`src/hw/rtl/rrts_pkg.sv`:
```
package rrts_pkg;
  localparam int unsigned SlotsDef = 16;
  localparam int unsigned ReasonsDef = 16;

  localparam logic [2:0] StUnused  = 3'd0;
  localparam logic [2:0] StReady   = 3'd1;
  localparam logic [2:0] StRunning = 3'd2;
  localparam logic [2:0] StBlocked = 3'd3;
  localparam logic [2:0] StStopped = 3'd4;
  localparam logic [2:0] StZombie  = 3'd5;

  localparam logic [3:0] KCreate = 4'd0;
  localparam logic [3:0] KSched  = 4'd1;
  localparam logic [3:0] KBlock  = 4'd2;
  localparam logic [3:0] KWake   = 4'd3;
  localparam logic [3:0] KWakeR  = 4'd4;
  localparam logic [3:0] KTick   = 4'd5;
  localparam logic [3:0] KStop   = 4'd6;
  localparam logic [3:0] KResume = 4'd7;
  localparam logic [3:0] KExit   = 4'd8;
  localparam logic [3:0] KRelease = 4'd9;

  localparam logic [1:0] StatDone = 2'd0;
  localparam logic [1:0] StatFull = 2'd1;
  localparam logic [1:0] StatNone = 2'd2;

  typedef enum logic [2:0] {
    S_IDLE, S_PRE, S_SCAN, S_SCHED, S_OUT
  } state_e;

  // scan flavor, chosen in the datapath from the command kind
  typedef enum logic [2:0] {
    SC_CREATE, SC_WAKER, SC_TICK, SC_SCHED
  } scan_e;

  typedef struct packed {
    logic  start;    // latch command, apply pre-scan effect
    logic  scan_en;  // advance scan one slot
    logic  sched;    // resolve schedule outcome
    logic  out_set;  // capture result
    scan_e mode;
  } cmd_t;

  typedef struct packed {
    logic scan_last;
    logic need_scan;
    logic need_sched;
  } sts_t;
endpackage

```
`src/hw/rtl/rrts_ctrl.sv`:
```
module rrts_ctrl
  import rrts_pkg::*;
(
  input  logic   clk_i,
  input  logic   rst_ni,
  input  logic   in_valid_i,
  output logic   in_ready_o,
  output logic   out_valid_o,
  input  logic   out_ready_i,
  input  sts_t   sts_i,
  output cmd_t   cmd_o
);
  state_e state_q, state_d;

  always_ff @(posedge clk_i or negedge rst_ni) begin
    if (!rst_ni) state_q <= S_IDLE;
    else state_q <= state_d;
  end

  always_comb begin
    state_d = state_q;
    case (state_q)
      S_IDLE: if (in_valid_i) state_d = S_PRE;
      S_PRE: begin
        if (sts_i.need_scan) state_d = S_SCAN;
        else state_d = S_OUT;
      end
      S_SCAN: begin
        if (sts_i.scan_last) state_d = sts_i.need_sched ? S_SCHED : S_OUT;
      end
      S_SCHED: state_d = S_OUT;
      S_OUT: if (out_ready_i) state_d = S_IDLE;
      default: state_d = S_IDLE;
    endcase
  end

  always_comb begin
    cmd_o = '0;
    in_ready_o = 1'b0;
    out_valid_o = 1'b0;
    case (state_q)
      S_IDLE: begin
        in_ready_o = 1'b1;
        cmd_o.start = in_valid_i;
      end
      S_PRE: cmd_o.out_set = !sts_i.need_scan;
      S_SCAN: begin
        cmd_o.scan_en = 1'b1;
        cmd_o.out_set = sts_i.scan_last && !sts_i.need_sched;
      end
      S_SCHED: begin
        cmd_o.sched = 1'b1;
        cmd_o.out_set = 1'b1;
      end
      S_OUT: out_valid_o = 1'b1;
      default: ;
    endcase
  end
endmodule

```
`src/hw/rtl/rrts_dp.sv`:
```
module rrts_dp
  import rrts_pkg::*;
#(
  parameter int unsigned Slots = SlotsDef,
  parameter int unsigned Reasons = ReasonsDef
) (
  input  logic        clk_i,
  input  logic        rst_ni,
  input  cmd_t        cmd_i,
  output sts_t        sts_o,
  input  logic [3:0]  kind_i,
  input  logic [3:0]  slot_i,
  input  logic [3:0]  reason_i,
  input  logic        use_timeout_i,
  input  logic [31:0] timeout_ticks_i,
  output logic [3:0]  current_slot_o,
  output logic        idle_o,
  output logic [3:0]  result_slot_o,
  output logic [1:0]  status_o
);
  localparam int unsigned SW = (Slots > 1) ? $clog2(Slots) : 1;
  localparam int unsigned RW = (Reasons > 1) ? $clog2(Reasons) : 1;

  logic [2:0]  st_q [Slots];
  logic [RW-1:0] cause_q [Slots];
  logic [63:0] wake_q [Slots];
  logic [SW-1:0] run_q;
  logic        nocur_q;
  logic [63:0] now_q;

  logic [3:0]  kind_q, reason_q;
  logic        nscan_q, nsched_q;
  logic [SW-1:0] idx_q;       // scan position
  logic [SW:0] cnt_q;         // slots scanned
  logic        found_q, any_q;
  logic [SW-1:0] pick_q;
  logic [1:0]  stat_q;
  logic [3:0]  res_q;

  logic slot_ok;
  logic [SW-1:0] slot_ix;
  logic [63:0] tk, wsum;
  scan_e mode_q;

  assign slot_ix = slot_i[SW-1:0];
  assign slot_ok = {28'd0, slot_i} < 32'(Slots);
  assign tk = (timeout_ticks_i == '0) ? 64'd1 : {32'd0, timeout_ticks_i};
  assign wsum = now_q + tk;

  assign sts_o.need_scan = nscan_q;
  assign sts_o.need_sched = nsched_q;
  assign sts_o.scan_last = (cnt_q == (SW+1)'(Slots - 1)) ||
                           (found_q && (mode_q == SC_CREATE || mode_q == SC_SCHED));

  logic [2:0] cs;
  logic [SW-1:0] nxt;
  assign cs = st_q[idx_q];
  assign nxt = (idx_q == SW'(Slots - 1)) ? '0 : idx_q + SW'(1);

  always_ff @(posedge clk_i or negedge rst_ni) begin
    if (!rst_ni) begin
      for (int i = 0; i < Slots; i++) begin
        st_q[i] <= StUnused;
        cause_q[i] <= '0;
        wake_q[i] <= '0;
      end
      run_q <= '0; nocur_q <= 1'b1; now_q <= '0;
      nscan_q <= 1'b0; nsched_q <= 1'b0; idx_q <= '0; cnt_q <= '0;
      found_q <= 1'b0; any_q <= 1'b0; pick_q <= '0; stat_q <= StatDone;
      res_q <= '0; mode_q <= SC_SCHED;
      kind_q <= '0; reason_q <= '0;
    end else begin
      if (cmd_i.start) begin
        kind_q <= kind_i; reason_q <= reason_i;
        found_q <= 1'b0; any_q <= 1'b0; pick_q <= '0; cnt_q <= '0;
        stat_q <= StatDone; nscan_q <= 1'b0; nsched_q <= 1'b0;
        idx_q <= '0;
        case (kind_i)
          KCreate: begin nscan_q <= 1'b1; mode_q <= SC_CREATE; end
          KSched: begin
            nscan_q <= 1'b1; nsched_q <= 1'b1; mode_q <= SC_SCHED;
            idx_q <= nocur_q ? '0 : ((run_q == SW'(Slots-1)) ? '0 : run_q + SW'(1));
          end
          KBlock, KStop, KExit: begin
            if (nocur_q) stat_q <= StatNone;
            else begin
              nscan_q <= 1'b1; nsched_q <= 1'b1; mode_q <= SC_SCHED;
              idx_q <= (run_q == SW'(Slots-1)) ? '0 : run_q + SW'(1);
              if (kind_i == KBlock) begin
                st_q[run_q] <= StBlocked;
                cause_q[run_q] <= RW'(reason_i);
                wake_q[run_q] <= use_timeout_i ? wsum : 64'd0;
              end else st_q[run_q] <= (kind_i == KStop) ? StStopped : StZombie;
            end
          end
          KWake: begin
            if (slot_ok && st_q[slot_ix] == StBlocked) begin
              st_q[slot_ix] <= StReady; cause_q[slot_ix] <= '0; wake_q[slot_ix] <= '0;
            end else stat_q <= StatNone;
          end
          KWakeR: begin nscan_q <= 1'b1; mode_q <= SC_WAKER; end
          KTick: begin nscan_q <= 1'b1; mode_q <= SC_TICK; now_q <= now_q + 64'd1; end
          KResume: begin
            if (slot_ok && st_q[slot_ix] == StStopped) st_q[slot_ix] <= StReady;
            else stat_q <= StatNone;
          end
          KRelease: begin
            if (slot_ok && st_q[slot_ix] == StZombie) begin
              st_q[slot_ix] <= StUnused; cause_q[slot_ix] <= '0; wake_q[slot_ix] <= '0;
            end else stat_q <= StatNone;
          end
          default: stat_q <= StatNone;
        endcase
      end
      if (cmd_i.scan_en) begin
        idx_q <= nxt;
        cnt_q <= cnt_q + (SW+1)'(1);
        case (mode_q)
          SC_CREATE: if (!found_q && cs == StUnused) begin
            found_q <= 1'b1; pick_q <= idx_q;
            st_q[idx_q] <= StReady; cause_q[idx_q] <= '0; wake_q[idx_q] <= '0;
          end
          SC_SCHED: if (!found_q && cs == StReady) begin
            found_q <= 1'b1; pick_q <= idx_q;
          end
          SC_WAKER: if (cs == StBlocked && {{(8-RW){1'b0}}, cause_q[idx_q]} ==
                        {4'd0, reason_q}) begin
            any_q <= 1'b1;
            st_q[idx_q] <= StReady; cause_q[idx_q] <= '0; wake_q[idx_q] <= '0;
          end
          SC_TICK: if (cs == StBlocked && wake_q[idx_q] != '0 &&
                       now_q >= wake_q[idx_q]) begin
            st_q[idx_q] <= StReady; cause_q[idx_q] <= '0; wake_q[idx_q] <= '0;
          end
          default: ;
        endcase
      end
      if (cmd_i.sched) begin
        if (!found_q) begin
          if (!(nocur_q || st_q[run_q] == StRunning)) begin
            nocur_q <= 1'b1; run_q <= '0;
          end
        end else if (!(!nocur_q && pick_q == run_q && st_q[run_q] == StRunning)) begin
          if (!nocur_q && st_q[run_q] == StRunning) st_q[run_q] <= StReady;
          st_q[pick_q] <= StRunning;
          run_q <= pick_q; nocur_q <= 1'b0;
        end
      end
      if (cmd_i.out_set) begin
        // result slot (the created slot for create, else 0) and final status
        res_q <= '0;
        stat_q <= stat_q;
        if (mode_q == SC_CREATE && kind_q == KCreate) begin
          if (found_q || (cmd_i.scan_en && cs == StUnused)) begin
            res_q <= 4'(cmd_i.scan_en && !found_q ? idx_q : pick_q);
          end else stat_q <= StatFull;
        end
        if (kind_q == KWakeR && !(any_q || (cmd_i.scan_en && cs == StBlocked &&
            {{(8-RW){1'b0}}, cause_q[idx_q]} == {4'd0, reason_q}))) stat_q <= StatNone;
      end
    end
  end

  // current slot/idle read from state registers once settled
  assign current_slot_o = nocur_q ? 4'd0 : 4'(run_q);
  assign idle_o = nocur_q;
  assign result_slot_o = res_q;
  assign status_o = stat_q;
endmodule

```
`src/hw/rtl/round_robin_task_scheduler.sv`:
```
// Round-robin task table with timed sleeps. Each accepted command item
// produces exactly one result item. Commands that touch a single slot pass
// through the pre-scan state to the output state. Create, schedule, block,
// stop, exit (the last three only while a task runs), wake-by-reason and
// tick walk the slot table one slot per cycle through a shared scan unit:
// tick and wake-by-reason always walk all SLOTS slots; schedule, block, stop
// and exit add a schedule state to resolve the pick. Create, schedule, block,
// stop and exit stop walking in the cycle after the first hit. The result
// register holds until taken; the next item can be accepted in the cycle
// after that.
module round_robin_task_scheduler
  import rrts_pkg::*;
#(
  parameter int unsigned SLOTS = SlotsDef,
  parameter int unsigned REASONS = ReasonsDef
) (
  input  logic        clk_i,
  input  logic        rst_ni,
  input  logic        in_valid_i,
  output logic        in_ready_o,
  input  logic [3:0]  kind_i,
  input  logic [3:0]  slot_i,
  input  logic [3:0]  reason_i,
  input  logic        use_timeout_i,
  input  logic [31:0] timeout_ticks_i,
  output logic        out_valid_o,
  input  logic        out_ready_i,
  output logic [3:0]  current_slot_o,
  output logic        idle_o,
  output logic [3:0]  result_slot_o,
  output logic [1:0]  status_o
);
  cmd_t cmd;
  sts_t sts;

  rrts_ctrl u_ctrl (
    .clk_i, .rst_ni, .in_valid_i, .in_ready_o, .out_valid_o, .out_ready_i,
    .sts_i(sts), .cmd_o(cmd)
  );

  rrts_dp #(.Slots(SLOTS), .Reasons(REASONS)) u_dp (
    .clk_i, .rst_ni, .cmd_i(cmd), .sts_o(sts),
    .kind_i, .slot_i, .reason_i, .use_timeout_i, .timeout_ticks_i,
    .current_slot_o, .idle_o, .result_slot_o, .status_o
  );
endmodule

```
`config.mk`:
```
export PLATFORM = sky130hd
export DESIGN_NAME = round_robin_task_scheduler
export DESIGN_NICKNAME = d
export VERILOG_FILES = /design/src/hw/rtl/rrts_pkg.sv /design/src/hw/rtl/rrts_ctrl.sv /design/src/hw/rtl/rrts_dp.sv /design/src/hw/rtl/round_robin_task_scheduler.sv
export SDC_FILE = /design/constraint.sdc
export NUM_CORES = 2
export LEC_CHECK = 0
export BUFFER_PORTS_ARGS = -buffer_cell sky130_fd_sc_hd__buf_2
export CAP_MARGIN = 10
export CELL_PAD_IN_SITES_DETAIL_PLACEMENT = 0
export CELL_PAD_IN_SITES_GLOBAL_PLACEMENT = 1
export CORE_ASPECT_RATIO = 0.8
export CORE_UTILIZATION = 55
export DETAILED_ROUTE_END_ITERATION = 10
export GPL_TIMING_DRIVEN = 1
export PLACE_DENSITY = 0.92
export SLEW_MARGIN = 10
export SYNTH_ARGS = -nofsm -noshare
export SYNTH_HDL_FRONTEND = slang
export SYNTH_SLANG_ARGS = --single-unit
```
`constraint.sdc`:
```
create_clock -name clk_i -period 8.35 [get_ports clk_i]
set_clock_uncertainty 0.05 [all_clocks]
set_input_delay 1.67 -clock clk_i [delete_from_list [all_inputs] [get_ports clk_i]]
set_output_delay 1.67 -clock clk_i [all_outputs]
set_load 0.005 [all_outputs]
```
==> reports/metrics.yaml <==
path_buf_inv: 4
powerDensity_nw_per_um2: 218
syn_nets: 6364
fp.coreArea_um2: 117000
postCtsHoldBufs: 0
synthArstFlopShare_pct: 100
initial_utilization_pct: 55.5
clock_latency_ps: 770
viasPerCell: 7.60
drt-initial-drc-count: 10100
fin_nets: 6127
synth_top_area_share_pct: 47.9
grt_pass1_vias: 55700
cp-end-kind: "flip-flop"
synthFlopType: "dfrtp_1"
crit_path_max_fanout: 47
synth_fa_ha_area_share_pct: 2.18
dieWidth_um: 386
max-cap-violations: 0
cpMostUsedCell: "buf_4"
drc: 0
critical_path.max_stage_delay_ps: 1000
gr-total-overflow: 0
layout-drive-gt1-share_pct: 14.5
synth-seq-cells: 1241
dp_hpwl_mm: 153
syn_area_um2: 64700
synth.most_common_cell: "dfrtp_1"
tritoncts: "done"
htreeDepth: 3
cts.sinks: 1241
setup_viol: 0
gp_congestion: 1.06
die_height_um: 309
track_usage_pct: 43.2
grt_max_degree: 191
yosysTopAreaCell: "dfrtp_1"
grt_pass1_wl_mm: 377
cts_root_buf: "clkbuf_16"
clk_pin_slew_ps: 70
cp_top_family: "compound AO/OA/AOI/OAI gates"
critPathRequiredTime_ps: 8860
period_needed_ps: 7510
num_rows: 112
endpoint: "u_dp.cause_q[32]$_DFF_PN0_"
area_growth_pct: 9.43
drt.antenna.violating_nets: 0
fin_crit_sh_pct: 90.0
regToRegStartpoint: "u_dp.idx_q[0]$_DFFE_PN0P_"
synth_area_leaders: "dfrtp_1 48%, a22oi_1 12%, mux4_2 11%"
synth_commonest_cells: "1238 x dfrtp_1, 1231 x nor2_1, 1013 x a22oi_1, 449 x clkbuf_1, 304 x mux4_2"
seqCellArea_um2: 31100
cts_buffers: 119
cp_cell_sequence: "buf_12 -> buf_4 -> mux4_2 -> a221oi_1 -> ha_1 -> and4_1 -> nand3_1 -> a221oi_1 -> o21ai_0 -> a311o_1 -> a211oi_4 -> buf_4 -> nand4_1 -> a2bb2oi_4 -> buf_4 -> nor2_1"
fmax_mhz: 133
startpoint_type: "flip-flop"
peakVddDrop_uv: 203
synth_mux_area_share_pct: 10.7
cp.arrival_ps: 8020
final_core_util_pct: 60.7
setup-tns-final_ps: 0
first_pass_iters: 9
routed_wl_mm: 259
yosys_warnings: 0
io_pins: 62
slew_violations: 0
crit_slowest_cell: "dfrtp_4"
reg2reg_depth: 16
synth_top_family_by_area: "compound AO/OA/AOI/OAI gates"
startpoint: "u_dp.idx_q[0]$_DFFE_PN0P_"
ctsResizeCount: 0
finalHoldViolCount: 0
multi_input_area_um2: 31100
crit_type: "flip-flop to flip-flop"
rsz0062_at_grt: "false"
synthSimpleGateAreaFrac_pct: 12.4
antenna_found_initial: 11
regToRegEndpoint: "u_dp.cause_q[32]$_DFF_PN0_"
p_leak_uw: 0.0315
cts_buffer_depth: 3
synth-edff-count: 0
synthDistinctLibCells: 81
hold_depth: 2
synth.avg_cell_area_um2: 10.4
synth_xor_area_share_pct: 1.83
hp-class: "flip-flop to flip-flop"
wl_per_cell_um: 34.0
ys_seq_area_share_pct: 48.0
io_buffers: 61
synth_cells: 6203
postCtsSetupBuffers: 0
n_fill_cell: 9373
max_slew_margin_pct: 5.78
tightest_slew_ps: 1400
synth_compound_area_share_pct: 20.3
num_vias: 57900
r2r_slack_ps: 840
crit_cells: 16
fp.dieArea_um2: 119000
outcome: "finished clean"
layer usage:
metal / wire length [um] / global-route usage, % / up-vias
met2: 104000 / 58.7 / 5366
li1: - / - / 22600
met3: 44000 / 19.1 / 1160
met5: 448 / 2.13 / -
met1: 94000 / 58.0 / 28700
met4: 16200 / 22.4 / 14
cells in the final DEF (no fill, tap or decap), drive strengths merged, types with 9 or more instances in the layout:
cell type	instances
a211oi	17
a21o	26
a21oi	154
a221oi	75
a22o	115
a22oi	1013
a31oi	35
a32oi	10
and2	25
and3	27
buf	274
bufinv	9
clkbuf	176
clkinv	38
dfrtp	1238
ha	111
inv	62
mux4	304
nand2	264
nand2b	19
nand3	97
nand4	74
nor2	1232
nor2b	19
nor3	77
nor4	22
o2111ai	9
o211ai	33
o21a	17
o21ai	176
o22ai	20
o2bb2ai	10
o31ai	25
or3	14
xnor2	96
xor2	39
flip-flops by register name, summed over array words and instances, names as in the netlist, 5 cells and up:
register      flops
u_dp.st_q        48
u_dp.now_q       64
u_dp.cnt_q        5
u_dp.wake_q    1024
u_dp.cause_q     64
worst min-delay path by stage:
stage                                     from                         end  slack [ps]
finish              u_dp.kind_q[3]$_DFFE_PN0P_  u_dp.kind_q[3]$_DFFE_PN0P_         430
global route        u_dp.wake_q[821]$_DFF_PN0_  u_dp.wake_q[821]$_DFF_PN0_         460
CTS                 u_dp.kind_q[3]$_DFFE_PN0P_  u_dp.kind_q[3]$_DFFE_PN0P_         440
detailed placement   u_dp.cnt_q[4]$_DFFE_PN0P_   u_dp.cnt_q[4]$_DFFE_PN0P_         420
global placement    u_dp.kind_q[3]$_DFFE_PN0P_  u_dp.kind_q[3]$_DFFE_PN0P_         410
floorplan            u_dp.cnt_q[3]$_DFFE_PN0P_   u_dp.cnt_q[3]$_DFFE_PN0P_         390
worst reg2reg max path, stage by stage (launching register included):
cell	delay (ps)
dfrtp_4	1000
buf_12	300
buf_4	360
mux4_2	560
a221oi_1	710
ha_1	240
and4_1	220
nand3_1	110
a221oi_1	840
o21ai_0	360
a311o_1	410
a211oi_4	630
buf_4	340
nand4_1	170
a2bb2oi_4	180
buf_4	650
nor2_1	180
area by class of cell:
type	instances	area share, %
well taps	1539	2.72
clock buffers	176	5.06
flip-flops and latches	1241	43.9
inverters	61	0.323
repair buffers	274	3.28
clock inverters	50	0.776
multi-input cells	4269	44.0
diodes	6	0.0212
power breakdown:
group / total [uW] / internal (uW) / switching, uW
clock network: 5760 / 3250 / 2510
registers: 6320 / 6110 / 207
logic: 3330 / 934 / 2390
logic make-up after synthesis:
family	count (synthesis)
AO/OA/AOI/OAI	1809
XOR/XNOR	135
adder cells (fa/ha/maj)	112
buffers and inverters	693
flip-flops	1241
multiplexers	309
AND/OR/NAND/NOR	1904
per-stage QoR:
stage	hold WS, ps	total power, uW	std cells	cell area, um^2	worst slack (ps)
4_1_cts	436	15200	7609	70800	1190
2_1_floorplan	393	8280	6203	64700	2970
5_1_grt	458	15700	7612	70800	790
6_report	433	15400	7616	70800	837
3_5_place_dp	421	9600	7383	66600	1220
3_3_place_gp	411	9580	7383	66600	1250
No activity file was read; power rests on OpenSTA's default activity.
